`src/pwd_pkg.sv`:
```
// shared constants, codes and controller/datapath structs for the work dispatcher
// no dependencies; every other file but pwd_ram imports this package
`timescale 1ns / 1ps
`default_nettype none

package pwd_pkg;

    localparam int NUM_WORKERS  = 16;
    localparam int QUEUE_DEPTH  = 64;
    localparam int HANDLE_WIDTH = 16;
    localparam int MAX_RESULTS  = 16;

    // fixed field widths of the request and result channels
    localparam int KIND_W = 3;
    localparam int ID_W   = 5;
    localparam int KEY_W  = 32;
    localparam int ACT_W  = 3;
    localparam int FILL_W = 7;

    localparam int QA_W    = $clog2(QUEUE_DEPTH);
    localparam int CNT_W   = $clog2(QUEUE_DEPTH + 1);
    localparam int N_W     = $clog2(MAX_RESULTS + 1);
    localparam int ENTRY_W = KEY_W + HANDLE_WIDTH;

    localparam logic [KIND_W-1:0] KIND_SUBMIT = 3'd0;
    localparam logic [KIND_W-1:0] KIND_DIST   = 3'd1;
    localparam logic [KIND_W-1:0] KIND_FORK   = 3'd2;
    localparam logic [KIND_W-1:0] KIND_FINISH = 3'd3;
    localparam logic [KIND_W-1:0] KIND_HALT   = 3'd4;

    localparam logic [ACT_W-1:0] ACT_NOTHING = 3'd0;
    localparam logic [ACT_W-1:0] ACT_QUEUED  = 3'd1;
    localparam logic [ACT_W-1:0] ACT_ASSIGN  = 3'd2;
    localparam logic [ACT_W-1:0] ACT_QUIT    = 3'd3;
    localparam logic [ACT_W-1:0] ACT_HALTED  = 3'd4;
    localparam logic [ACT_W-1:0] ACT_DROPPED = 3'd5;

    // payload source for a result
    localparam logic [1:0] PAY_ZERO = 2'd0;
    localparam logic [1:0] PAY_IN   = 2'd1;
    localparam logic [1:0] PAY_RAM  = 2'd2;

    typedef struct packed {
        logic             load_in;
        logic             rd_en;
        logic             rd_tail;
        logic             ptr_load;
        logic             shift;
        logic             ins_write;
        logic             pop;
        logic             busy_set;
        logic             busy_clear;
        logic             tgt_sender;
        logic             stop_set;
        logic             n_clear;
        logic             n_inc;
        logic             emit;
        logic             with_target;
        logic             last;
        logic [ACT_W-1:0] act;
        logic [1:0]       pay;
    } pwd_cmd_t;

    typedef struct packed {
        logic [KIND_W-1:0] kind;
        logic              stopped;
        logic              bad_sender;
        logic              q_empty;
        logic              q_full;
        logic              idle_any;
        logic              busy_after_clear;
        logic              ptr_zero;
        logic              worse;
        logic              out_free;
        logic              more;
    } pwd_stat_t;

endpackage

`default_nettype wire

```
`src/pwd_if.sv`:
```
// request and result channel interfaces of the work dispatcher
// depends on pwd_pkg for field widths
`timescale 1ns / 1ps
`default_nettype none

interface pwd_in_if;
    import pwd_pkg::*;

    logic                    valid;
    logic                    ready;
    logic [KIND_W-1:0]       kind;
    logic [ID_W-1:0]         sender_id;
    logic [KEY_W-1:0]        job_key;
    logic [HANDLE_WIDTH-1:0] job_handle;

    modport source (output valid, kind, sender_id, job_key, job_handle, input ready);
    modport sink   (input valid, kind, sender_id, job_key, job_handle, output ready);
endinterface

interface pwd_out_if;
    import pwd_pkg::*;

    logic                    valid;
    logic                    ready;
    logic [ACT_W-1:0]        action;
    logic [ID_W-1:0]         target_worker;
    logic [KEY_W-1:0]        out_key;
    logic [HANDLE_WIDTH-1:0] out_handle;
    logic [FILL_W-1:0]       queue_fill;
    logic                    last;

    modport source (output valid, action, target_worker, out_key, out_handle, queue_fill,
                    last, input ready);
    modport sink   (input valid, action, target_worker, out_key, out_handle, queue_fill,
                    last, output ready);
endinterface

`default_nettype wire

```
`src/pwd_ram.sv`:
```
// generic single-write, single-read RAM with registered read data
// no dependencies
`timescale 1ns / 1ps
`default_nettype none

module pwd_ram #(
    parameter int WIDTH = 8,
    parameter int DEPTH = 16
) (
    input  wire logic                     clk,
    input  wire logic                     we,
    input  wire logic [$clog2(DEPTH)-1:0] waddr,
    input  wire logic [WIDTH-1:0]         wdata,
    input  wire logic                     re,
    input  wire logic [$clog2(DEPTH)-1:0] raddr,
    output      logic [WIDTH-1:0]         rdata
);

    logic [WIDTH-1:0] mem_reg [DEPTH];
    logic [WIDTH-1:0] rdata_reg;

    always_ff @(posedge clk)
    begin
        if (we)
        begin
            mem_reg[waddr] <= wdata;
        end
        if (re)
        begin
            rdata_reg <= mem_reg[raddr];
        end
    end

    assign rdata = rdata_reg;

endmodule

`default_nettype wire

```
`src/pwd_datapath.sv`:
```
// dispatcher datapath: request registers, worker busy bits, sorted job queue
// in pwd_ram, queue count, insertion pointer and result register
// depends on pwd_pkg and pwd_ram
`timescale 1ns / 1ps
`default_nettype none

module pwd_datapath (
    input  wire logic                             clk,
    input  wire logic                             rst_n,
    input  wire pwd_pkg::pwd_cmd_t                cmd,
    output      pwd_pkg::pwd_stat_t               stat,
    input  wire logic                             cfg_we,
    input  wire logic                             cfg_wdata,
    input  wire logic [pwd_pkg::KIND_W-1:0]       in_kind,
    input  wire logic [pwd_pkg::ID_W-1:0]         in_sender_id,
    input  wire logic [pwd_pkg::KEY_W-1:0]        in_job_key,
    input  wire logic [pwd_pkg::HANDLE_WIDTH-1:0] in_job_handle,
    output      logic                             out_valid,
    input  wire logic                             out_ready,
    output      logic [pwd_pkg::ACT_W-1:0]        out_action,
    output      logic [pwd_pkg::ID_W-1:0]         out_target_worker,
    output      logic [pwd_pkg::KEY_W-1:0]        out_key,
    output      logic [pwd_pkg::HANDLE_WIDTH-1:0] out_handle,
    output      logic [pwd_pkg::FILL_W-1:0]       out_queue_fill,
    output      logic                             out_last
);
    import pwd_pkg::*;

    logic                    serve_order_reg;
    logic [NUM_WORKERS-1:0]  busy_reg, busy_next;
    logic [CNT_W-1:0]        count_reg, count_next;
    logic                    stopped_reg;
    logic [CNT_W-1:0]        ptr_reg;
    logic [N_W-1:0]          n_reg;
    logic [KIND_W-1:0]       kind_reg;
    logic [ID_W-1:0]         sender_reg;
    logic [KEY_W-1:0]        key_reg;
    logic [HANDLE_WIDTH-1:0] handle_reg;

    logic                    out_valid_reg;
    logic [ACT_W-1:0]        action_reg;
    logic [ID_W-1:0]         target_reg;
    logic [KEY_W-1:0]        okey_reg;
    logic [HANDLE_WIDTH-1:0] ohandle_reg;
    logic [FILL_W-1:0]       fill_reg;
    logic                    last_reg;

    logic                    ram_we, ram_re;
    logic [QA_W-1:0]         ram_waddr, ram_raddr;
    logic [ENTRY_W-1:0]      ram_wdata, ram_rdata;
    logic [KEY_W-1:0]        rd_key;
    logic [HANDLE_WIDTH-1:0] rd_handle;

    logic [ID_W-1:0]         idle_id;
    logic [ID_W-1:0]         tgt;
    logic [NUM_WORKERS-1:0]  tgt_mask, snd_mask;
    logic                    out_free;

    pwd_ram #(
        .WIDTH (ENTRY_W),
        .DEPTH (QUEUE_DEPTH)
    ) u_queue_ram (
        .clk   (clk),
        .we    (ram_we),
        .waddr (ram_waddr),
        .wdata (ram_wdata),
        .re    (ram_re),
        .raddr (ram_raddr),
        .rdata (ram_rdata)
    );

    assign rd_key    = ram_rdata[ENTRY_W-1:HANDLE_WIDTH];
    assign rd_handle = ram_rdata[HANDLE_WIDTH-1:0];

    // tail read for a pop, otherwise the entry just below the insertion pointer
    assign ram_re    = cmd.rd_en;
    assign ram_raddr = cmd.rd_tail ? QA_W'(count_reg - CNT_W'(1)) : QA_W'(ptr_reg - CNT_W'(1));
    assign ram_we    = cmd.shift | cmd.ins_write;
    assign ram_waddr = QA_W'(ptr_reg);
    assign ram_wdata = cmd.shift ? ram_rdata : {key_reg, handle_reg};

    // lowest idle worker, 0 when all are busy
    always_comb
    begin
        idle_id = '0;
        for (int w = NUM_WORKERS - 1; w >= 0; w--)
        begin
            if (!busy_reg[w])
            begin
                idle_id = ID_W'(w + 1);
            end
        end
    end

    assign tgt = cmd.tgt_sender ? sender_reg : idle_id;

    always_comb
    begin
        for (int w = 0; w < NUM_WORKERS; w++)
        begin
            tgt_mask[w] = (32'(tgt) == 32'(w + 1));
            snd_mask[w] = (32'(sender_reg) == 32'(w + 1));
        end
    end

    always_comb
    begin
        busy_next = busy_reg;
        if (cmd.busy_set)
        begin
            busy_next = busy_next | tgt_mask;
        end
        if (cmd.busy_clear)
        begin
            busy_next = busy_next & ~snd_mask;
        end
    end

    always_comb
    begin
        count_next = count_reg;
        if (cmd.ins_write)
        begin
            count_next = count_reg + CNT_W'(1);
        end
        else if (cmd.pop)
        begin
            count_next = count_reg - CNT_W'(1);
        end
    end

    assign out_free = !out_valid_reg || out_ready;

    always_comb
    begin
        stat.kind             = kind_reg;
        stat.stopped          = stopped_reg;
        stat.bad_sender       = (sender_reg == '0) || (32'(sender_reg) > 32'(NUM_WORKERS));
        stat.q_empty          = (count_reg == '0);
        stat.q_full           = (count_reg == CNT_W'(QUEUE_DEPTH));
        stat.idle_any         = !(&busy_reg);
        stat.busy_after_clear = |(busy_reg & ~snd_mask);
        stat.ptr_zero         = (ptr_reg == '0);
        stat.worse            = serve_order_reg ? (key_reg > rd_key) : (key_reg < rd_key);
        stat.out_free         = out_free;
        // another assignment follows this one within the same distribute request
        stat.more             = (32'(n_reg) + 32'd1 < 32'(MAX_RESULTS))
                                && (count_reg > CNT_W'(1))
                                && !(&(busy_reg | tgt_mask));
    end

    always_ff @(posedge clk or negedge rst_n)
    begin
        if (!rst_n)
        begin
            serve_order_reg <= 1'b0;
            busy_reg        <= '0;
            count_reg       <= '0;
            stopped_reg     <= 1'b0;
            ptr_reg         <= '0;
            n_reg           <= '0;
            out_valid_reg   <= 1'b0;
        end
        else
        begin
            if (cfg_we)
            begin
                serve_order_reg <= cfg_wdata;
            end
            busy_reg  <= busy_next;
            count_reg <= count_next;
            if (cmd.stop_set)
            begin
                stopped_reg <= 1'b1;
            end
            if (cmd.ptr_load)
            begin
                ptr_reg <= count_reg;
            end
            else if (cmd.shift)
            begin
                ptr_reg <= ptr_reg - CNT_W'(1);
            end
            if (cmd.n_clear)
            begin
                n_reg <= '0;
            end
            else if (cmd.n_inc)
            begin
                n_reg <= n_reg + N_W'(1);
            end
            if (cmd.emit)
            begin
                out_valid_reg <= 1'b1;
            end
            else if (out_ready)
            begin
                out_valid_reg <= 1'b0;
            end
        end
    end

    always_ff @(posedge clk)
    begin
        if (cmd.load_in)
        begin
            kind_reg   <= in_kind;
            sender_reg <= in_sender_id;
            key_reg    <= in_job_key;
            handle_reg <= in_job_handle;
        end
        if (cmd.emit)
        begin
            action_reg <= cmd.act;
            target_reg <= cmd.with_target ? tgt : '0;
            fill_reg   <= FILL_W'(count_next);
            last_reg   <= cmd.last;
            case (cmd.pay)
                PAY_IN:
                begin
                    okey_reg    <= key_reg;
                    ohandle_reg <= handle_reg;
                end
                PAY_RAM:
                begin
                    okey_reg    <= rd_key;
                    ohandle_reg <= rd_handle;
                end
                default:
                begin
                    okey_reg    <= '0;
                    ohandle_reg <= '0;
                end
            endcase
        end
    end

    assign out_valid         = out_valid_reg;
    assign out_action        = action_reg;
    assign out_target_worker = target_reg;
    assign out_key           = okey_reg;
    assign out_handle        = ohandle_reg;
    assign out_queue_fill    = fill_reg;
    assign out_last          = last_reg;

endmodule

`default_nettype wire

```
`src/pwd_ctrl.sv`:
```
// dispatcher controller: request decode, insertion walk and pop sequencing
// depends on pwd_pkg
`timescale 1ns / 1ps
`default_nettype none

module pwd_ctrl (
    input  wire logic               clk,
    input  wire logic               rst_n,
    input  wire logic               in_valid,
    output      logic               in_ready,
    input  wire pwd_pkg::pwd_stat_t stat,
    output      pwd_pkg::pwd_cmd_t  cmd
);
    import pwd_pkg::*;

    localparam logic [2:0] S_IDLE     = 3'd0;
    localparam logic [2:0] S_DECODE   = 3'd1;
    localparam logic [2:0] S_INS_RD   = 3'd2;
    localparam logic [2:0] S_INS_CMP  = 3'd3;
    localparam logic [2:0] S_INS_WR   = 3'd4;
    localparam logic [2:0] S_POP_RD   = 3'd5;
    localparam logic [2:0] S_POP_EMIT = 3'd6;

    logic [2:0] state_reg, state_next;

    assign in_ready = (state_reg == S_IDLE);

    always_comb
    begin
        cmd        = '0;
        state_next = state_reg;
        case (state_reg)
            S_IDLE:
            begin
                if (in_valid)
                begin
                    cmd.load_in = 1'b1;
                    state_next  = S_DECODE;
                end
            end
            S_DECODE:
            begin
                if (stat.out_free)
                begin
                    // single-result branches by default
                    cmd.emit   = 1'b1;
                    cmd.last   = 1'b1;
                    cmd.act    = ACT_NOTHING;
                    cmd.pay    = PAY_ZERO;
                    state_next = S_IDLE;
                    if (!stat.stopped)
                    begin
                        case (stat.kind)
                            KIND_SUBMIT:
                            begin
                                if (stat.q_full)
                                begin
                                    cmd.act = ACT_DROPPED;
                                    cmd.pay = PAY_IN;
                                end
                                else
                                begin
                                    cmd.emit     = 1'b0;
                                    cmd.ptr_load = 1'b1;
                                    state_next   = S_INS_RD;
                                end
                            end
                            KIND_DIST:
                            begin
                                cmd.n_clear = 1'b1;
                                if (!stat.q_empty && stat.idle_any)
                                begin
                                    cmd.emit   = 1'b0;
                                    state_next = S_POP_RD;
                                end
                            end
                            KIND_FORK:
                            begin
                                if (stat.idle_any)
                                begin
                                    cmd.busy_set    = 1'b1;
                                    cmd.with_target = 1'b1;
                                    cmd.act         = ACT_ASSIGN;
                                    cmd.pay         = PAY_IN;
                                end
                                else if (stat.q_full)
                                begin
                                    cmd.act = ACT_DROPPED;
                                    cmd.pay = PAY_IN;
                                end
                                else
                                begin
                                    cmd.emit     = 1'b0;
                                    cmd.ptr_load = 1'b1;
                                    state_next   = S_INS_RD;
                                end
                            end
                            KIND_FINISH:
                            begin
                                if (stat.bad_sender)
                                begin
                                    cmd.act = ACT_NOTHING;
                                end
                                else if (!stat.q_empty)
                                begin
                                    cmd.emit   = 1'b0;
                                    state_next = S_POP_RD;
                                end
                                else
                                begin
                                    cmd.busy_clear = 1'b1;
                                    if (!stat.busy_after_clear)
                                    begin
                                        cmd.stop_set = 1'b1;
                                        cmd.act      = ACT_QUIT;
                                    end
                                end
                            end
                            KIND_HALT:
                            begin
                                cmd.stop_set = 1'b1;
                                cmd.act      = ACT_HALTED;
                            end
                            default:
                            begin
                                cmd.act = ACT_NOTHING;
                            end
                        endcase
                    end
                end
            end
            S_INS_RD:
            begin
                if (stat.ptr_zero)
                begin
                    state_next = S_INS_WR;
                end
                else
                begin
                    cmd.rd_en  = 1'b1;
                    state_next = S_INS_CMP;
                end
            end
            S_INS_CMP:
            begin
                // move the lower entry up one place while the new job ranks below it
                if (stat.worse)
                begin
                    cmd.shift  = 1'b1;
                    state_next = S_INS_RD;
                end
                else
                begin
                    state_next = S_INS_WR;
                end
            end
            S_INS_WR:
            begin
                if (stat.out_free)
                begin
                    cmd.ins_write = 1'b1;
                    cmd.emit      = 1'b1;
                    cmd.last      = 1'b1;
                    cmd.act       = ACT_QUEUED;
                    cmd.pay       = PAY_IN;
                    state_next    = S_IDLE;
                end
            end
            S_POP_RD:
            begin
                cmd.rd_en   = 1'b1;
                cmd.rd_tail = 1'b1;
                state_next  = S_POP_EMIT;
            end
            S_POP_EMIT:
            begin
                if (stat.out_free)
                begin
                    cmd.pop         = 1'b1;
                    cmd.busy_set    = 1'b1;
                    cmd.tgt_sender  = (stat.kind == KIND_FINISH);
                    cmd.emit        = 1'b1;
                    cmd.with_target = 1'b1;
                    cmd.act         = ACT_ASSIGN;
                    cmd.pay         = PAY_RAM;
                    if (stat.kind == KIND_DIST && stat.more)
                    begin
                        cmd.n_inc  = 1'b1;
                        state_next = S_POP_RD;
                    end
                    else
                    begin
                        cmd.last   = 1'b1;
                        state_next = S_IDLE;
                    end
                end
            end
            default:
            begin
                state_next = S_IDLE;
            end
        endcase
    end

    always_ff @(posedge clk or negedge rst_n)
    begin
        if (!rst_n)
        begin
            state_reg <= S_IDLE;
        end
        else
        begin
            state_reg <= state_next;
        end
    end

endmodule

`default_nettype wire

```
`src/priority_work_dispatcher_unit.sv`:
```
// work dispatcher for a worker pool: busy bits, a sorted job queue and result sequencing
// usage:
//   in_ch carries one request (kind, sender_id, job_key, job_handle) at a time;
//   out_ch returns one or more results per request, the final one marked by last.
//   cfg_we/cfg_wdata write serve_order (0 largest key first, 1 smallest first);
//   write it only while no request is in flight.
// sequencing:
//   a request is taken in the idle state and decoded in the decode state, where it
//   waits while the output register is still full.
//   a queued job walks the insertion point down through the queue memory, with a
//   read and a compare state per entry moved, and is written in the write state
//   when the walk reaches the bottom of the queue or stops on a better entry.
//   each queue pop takes a memory read state and an emit state: a finished or
//   distribute request passes through both for each assignment it makes.
// reset clears all busy bits, the queue count, the stopped flag and serve_order;
// the queue memory itself is not cleared, as only entries below the count are read.
// when the receiver stalls, one result waits in the output register and the
// block holds its next result (and its state change) until that one is taken.
// depends on pwd_pkg, pwd_if, pwd_ram, pwd_datapath and pwd_ctrl
`timescale 1ns / 1ps
`default_nettype none

module priority_work_dispatcher_unit (
    input  wire logic  clk,
    input  wire logic  rst_n,
    input  wire logic  cfg_we,
    input  wire logic  cfg_wdata,
    pwd_in_if.sink     in_ch,
    pwd_out_if.source  out_ch
);
    import pwd_pkg::*;

    pwd_cmd_t  cmd;
    pwd_stat_t stat;

    pwd_ctrl u_ctrl (
        .clk      (clk),
        .rst_n    (rst_n),
        .in_valid (in_ch.valid),
        .in_ready (in_ch.ready),
        .stat     (stat),
        .cmd      (cmd)
    );

    pwd_datapath u_datapath (
        .clk               (clk),
        .rst_n             (rst_n),
        .cmd               (cmd),
        .stat              (stat),
        .cfg_we            (cfg_we),
        .cfg_wdata         (cfg_wdata),
        .in_kind           (in_ch.kind),
        .in_sender_id      (in_ch.sender_id),
        .in_job_key        (in_ch.job_key),
        .in_job_handle     (in_ch.job_handle),
        .out_valid         (out_ch.valid),
        .out_ready         (out_ch.ready),
        .out_action        (out_ch.action),
        .out_target_worker (out_ch.target_worker),
        .out_key           (out_ch.out_key),
        .out_handle        (out_ch.out_handle),
        .out_queue_fill    (out_ch.queue_fill),
        .out_last          (out_ch.last)
    );

endmodule

`default_nettype wire

```
`src/flat_wrapper.sv`:
```
// flat-port wrapper written by rule: the top's interface ports become plain ports
module priority_work_dispatcher_unit_flat import pwd_pkg::*;
  (clk, rst_n, cfg_we, cfg_wdata, in_ch_valid, in_ch_kind, in_ch_sender_id, in_ch_job_key, in_ch_job_handle, in_ch_ready, out_ch_valid, out_ch_action, out_ch_target_worker, out_ch_out_key, out_ch_out_handle, out_ch_queue_fill, out_ch_last, out_ch_ready);
  pwd_in_if in_ch_i ();
  pwd_out_if out_ch_i ();
  input  wire logic clk;
  input  wire logic rst_n;
  input  wire logic cfg_we;
  input  wire logic cfg_wdata;
  input wire logic [$bits(in_ch_i.valid)-1:0] in_ch_valid;
  input wire logic [$bits(in_ch_i.kind)-1:0] in_ch_kind;
  input wire logic [$bits(in_ch_i.sender_id)-1:0] in_ch_sender_id;
  input wire logic [$bits(in_ch_i.job_key)-1:0] in_ch_job_key;
  input wire logic [$bits(in_ch_i.job_handle)-1:0] in_ch_job_handle;
  output wire logic [$bits(in_ch_i.ready)-1:0] in_ch_ready;
  output wire logic [$bits(out_ch_i.valid)-1:0] out_ch_valid;
  output wire logic [$bits(out_ch_i.action)-1:0] out_ch_action;
  output wire logic [$bits(out_ch_i.target_worker)-1:0] out_ch_target_worker;
  output wire logic [$bits(out_ch_i.out_key)-1:0] out_ch_out_key;
  output wire logic [$bits(out_ch_i.out_handle)-1:0] out_ch_out_handle;
  output wire logic [$bits(out_ch_i.queue_fill)-1:0] out_ch_queue_fill;
  output wire logic [$bits(out_ch_i.last)-1:0] out_ch_last;
  input wire logic [$bits(out_ch_i.ready)-1:0] out_ch_ready;
  assign in_ch_i.valid = in_ch_valid;
  assign in_ch_i.kind = in_ch_kind;
  assign in_ch_i.sender_id = in_ch_sender_id;
  assign in_ch_i.job_key = in_ch_job_key;
  assign in_ch_i.job_handle = in_ch_job_handle;
  assign in_ch_ready = in_ch_i.ready;
  assign out_ch_valid = out_ch_i.valid;
  assign out_ch_action = out_ch_i.action;
  assign out_ch_target_worker = out_ch_i.target_worker;
  assign out_ch_out_key = out_ch_i.out_key;
  assign out_ch_out_handle = out_ch_i.out_handle;
  assign out_ch_queue_fill = out_ch_i.queue_fill;
  assign out_ch_last = out_ch_i.last;
  assign out_ch_i.ready = out_ch_ready;
  priority_work_dispatcher_unit u_core (.clk(clk), .rst_n(rst_n), .cfg_we(cfg_we), .cfg_wdata(cfg_wdata), .in_ch(in_ch_i), .out_ch(out_ch_i));
endmodule
```
`config.mk`:
```
export PLATFORM = sky130hd
export DESIGN_NAME = priority_work_dispatcher_unit_flat
export DESIGN_NICKNAME = d
export VERILOG_FILES = /design/src/pwd_pkg.sv /design/src/pwd_if.sv /design/src/pwd_ram.sv /design/src/pwd_datapath.sv /design/src/pwd_ctrl.sv /design/src/priority_work_dispatcher_unit.sv /design/src/flat_wrapper.sv
export SDC_FILE = /design/constraint.sdc
export NUM_CORES = 2
export LEC_CHECK = 0
export BUFFER_PORTS_ARGS = -buffer_cell sky130_fd_sc_hd__buf_2
export CAP_MARGIN = 20
export CELL_PAD_IN_SITES_DETAIL_PLACEMENT = 0
export CELL_PAD_IN_SITES_GLOBAL_PLACEMENT = 2
export CORE_UTILIZATION = 30
export CTS_BUF_LIST = sky130_fd_sc_hd__clkbuf_4 sky130_fd_sc_hd__clkbuf_8 sky130_fd_sc_hd__clkbuf_16
export DETAILED_ROUTE_END_ITERATION = 8
export PLACE_DENSITY = 0.53
export SETUP_SLACK_MARGIN = 0.05
export SLEW_MARGIN = 20
export SYNTH_ARGS = -nofsm -noshare
export SYNTH_HDL_FRONTEND = slang
export SYNTH_HIERARCHICAL = 1
export SYNTH_SLANG_ARGS = --single-unit
```
`constraint.sdc`:
```
create_clock -name clk -period 13.68 [get_ports clk]
set_input_delay 2.052 -clock clk [delete_from_list [all_inputs] [get_ports clk]]
set_output_delay 2.052 -clock clk [all_outputs]
set_load 0.03 [all_outputs]
```
==> metrics.cfg <==
[synthesis]
synth_fp_nets=6184
ys_ff_latch=3281
synth.mux.area_fraction=0.145
netlist_area_um2=128000
ys_warn_count=6
synth_top_family_by_area=multiplexers
synth_ff_type=edfxtp_1
synthAdderAreaFrac=0.00411
synth_edf_count=3240
synthCells=6080
ys_seq_area_frac=0.770
ys_async_sr_fraction=0.0125
synth_top_area_share=0.762
synthSimpleGateAreaFrac=0.0265
synth-xor-area-share=0.00158
synthTopCellsByArea=edfxtp_1 76%, mux4_2 12%, mux2i_1 1.6%
yosys.area.top_type=edfxtp_1
synth-compound-area-share=0.0359
synth.most_common_cell=edfxtp_1
synth_commonest_cells=3,240 x edfxtp_1, 672 x mux4_2, 206 x mux2i_1
postSynthAreaPerCell_um2=21.0
ys_types=84

[clocking]
clock-sinks=3281
clock_latency_ns=1.02
root_buffer=clkbuf_16
clk_path_buf_depth=4
cts_hold_buf=0
post_cts_buffers=0
cts_tree=done
cts_made_buffers=368
cts.repair.resized=0
htreeDepth=5
path_clk_slew_ns=0.06

[global_route]
grt_start_max_net_pins=98
antenna_found_initial=46
grt_usage=0.201
grt_pass1_wl_mm=590
grt_overflow=0
grt_pass1_vias=66000

[die]
core_um2=424000
start_util=0.301
rows=239
die_x_um=655
fp.dieH_um=655
dieArea_um2=428000
io_pins=128

[routing]
vias_per_cell=5.32
totalWireLength_mm=437
num_vias=66000
m1WireLength_mm=194
firstDrtPassIters=8
met3WireLength_mm=28.5
drc=75
routedWlPerCell_um=35.2
ant_nets=0
wl_met2_mm=205
top_layer=met5
drt_iter0_markers=7132

[setup_path]
crit_path_end_kind=flip-flop
r2r-start=u_core/u_datapath/u_queue_ram/rdata[29]
cp_max_fo=32
worstPathRequired_ns=14.27
critPathLaunchType=flip-flop
cp_data_arrival_time_ns=7.15
critPathLaunch=u_core/u_datapath/u_queue_ram/rdata[29]
crit_type=reg -> reg

[sta]
fin_crit_sh=0.480
hold_viol=0
rsz0062_at_grt=no
setup_violations=0
fin_crit_ns=6.57
skew_ns=0.0793
drv_slew=0
worstMarginPinSlew_ns=1.19
max_slew_margin=0.203
fmax_mhz=152
tns_ns=0

[finish]
final_nets=6522
largest_reg_flops=3072
seq_area_um2=98300
area_growth_syn_to_layout_pct=16.1
multi_input_area_um2=28100
final_util=0.350
num-fill-cells=39400
drive_above_1_share=0.274
fin_area_um2=148000
final_cells=12400

[power]
power_leakage_nw=46.3
power.density_nw_per_um2=248
vdd_drop_max_mv=0.251

[status]
violations=design-rule violations
status=complete, but fails checks

[place]
dp_cells=11700
dp_hpwl_mm=259
postPlaceCellArea_um2=136000
io_buffers=127
gp_congestion=0.803

[run]
cap_violations=0

[hold_path]
hold_class=reg -> reg
hold_start=u_core/u_datapath/stopped_reg

==> power breakdown <==
part / total, W / internal [W] / switching, W
Clock: 0.00998 / 0.00584 / 0.00415
Sequential: 0.0123 / 0.0120 / 0.000236
Combinational: 0.0145 / 0.00455 / 0.00999
==> cells in the final DEF (no fill, tap or decap), types with 66 or more instances in the layout <==
cell	instances
edfxtp_1	3240
mux4_2	672
clkbuf_16	371
mux2i_1	202
buf_4	184
nand2_1	160
o22ai_1	132
a22oi_1	130
buf_2	127
nand3_1	113
nor2_1	101
clkbuf_4	85
mux2_2	84
clkinv_1	80
nand4_1	77
nor2_4	66
==> stage by stage <==
stage	power [W]	hold slack, ns	setup WS [ns]
final	0.0368	0.502	7.11
after global routing	0.0379	0.546	6.80
after CTS	0.0372	0.506	7.11
after detailed placement	0.0271	0.495	7.16
after global placement	0.0271	0.491	7.15
after floorplan	0.0203	0.441	6.53
==> worst max-delay path, cell delays in order, from the launching register on <==
cell	delay [ns]
edfxtp_1	0.86
inv_1	0.11
ha_1	0.33
a21o_1	0.18
a21o_1	0.18
a21oi_1	0.19
o21ai_0	0.12
a211oi_1	0.30
o31ai_1	0.18
mux2i_1	0.25
and3_4	0.57
or2_2	0.36
nand4_1	0.58
nor2_4	0.97
buf_4	0.76
==> routing by layer <==
| layer | up-vias | GRT usage |
|---|---|---|
| li1 | 26300 | - |
| met1 | 36900 | 0.287 |
| met2 | 2341 | 0.322 |
| met3 | 464 | 0.0347 |
| met4 | 6 | 0.0399 |
| met5 | - | 0 |
==> layout make-up <==
class / count / share of cell area
antenna: 20 / 0.000337
multi-input combinational: 2383 / 0.189
timing repair buffer: 331 / 0.0162
tap: 5663 / 0.0478
inverter: 53 / 0.00134
clock buffer: 463 / 0.0675
sequential: 3281 / 0.663
clock inverter: 206 / 0.0148
==> final timing paths <==
| kind | endpoint | slack [ns] | cells after the start |
|---|---|---|---|
| min in group asynchronous | u_core/u_datapath/out_valid | 1.11 | 1 |
| max in group asynchronous | u_core/u_datapath/busy_reg[12] | 11.99 | 2 |
| worst max register to register | u_core/u_datapath/u_queue_ram/mem_reg[63][22] | 7.11 | 14 |
| worst min register to register | u_core/u_datapath/stopped_reg | 0.50 | 1 |
| worst min-delay path | u_core/u_datapath/stopped_reg | 0.50 | 1 |
| worst max-delay path | u_core/u_datapath/u_queue_ram/mem_reg[63][22] | 7.11 | 14 |
==> cell families after synthesis <==
family | count (synthesis)
AO/OA/AOI/OAI | 636
XOR/XNOR | 23
adder cells (fa/ha/maj) | 42
buffers and inverters | 416
flip-flops | 3281
multiplexers | 996
AND/OR/NAND/NOR | 686
(Power assumes the default switching activity.)
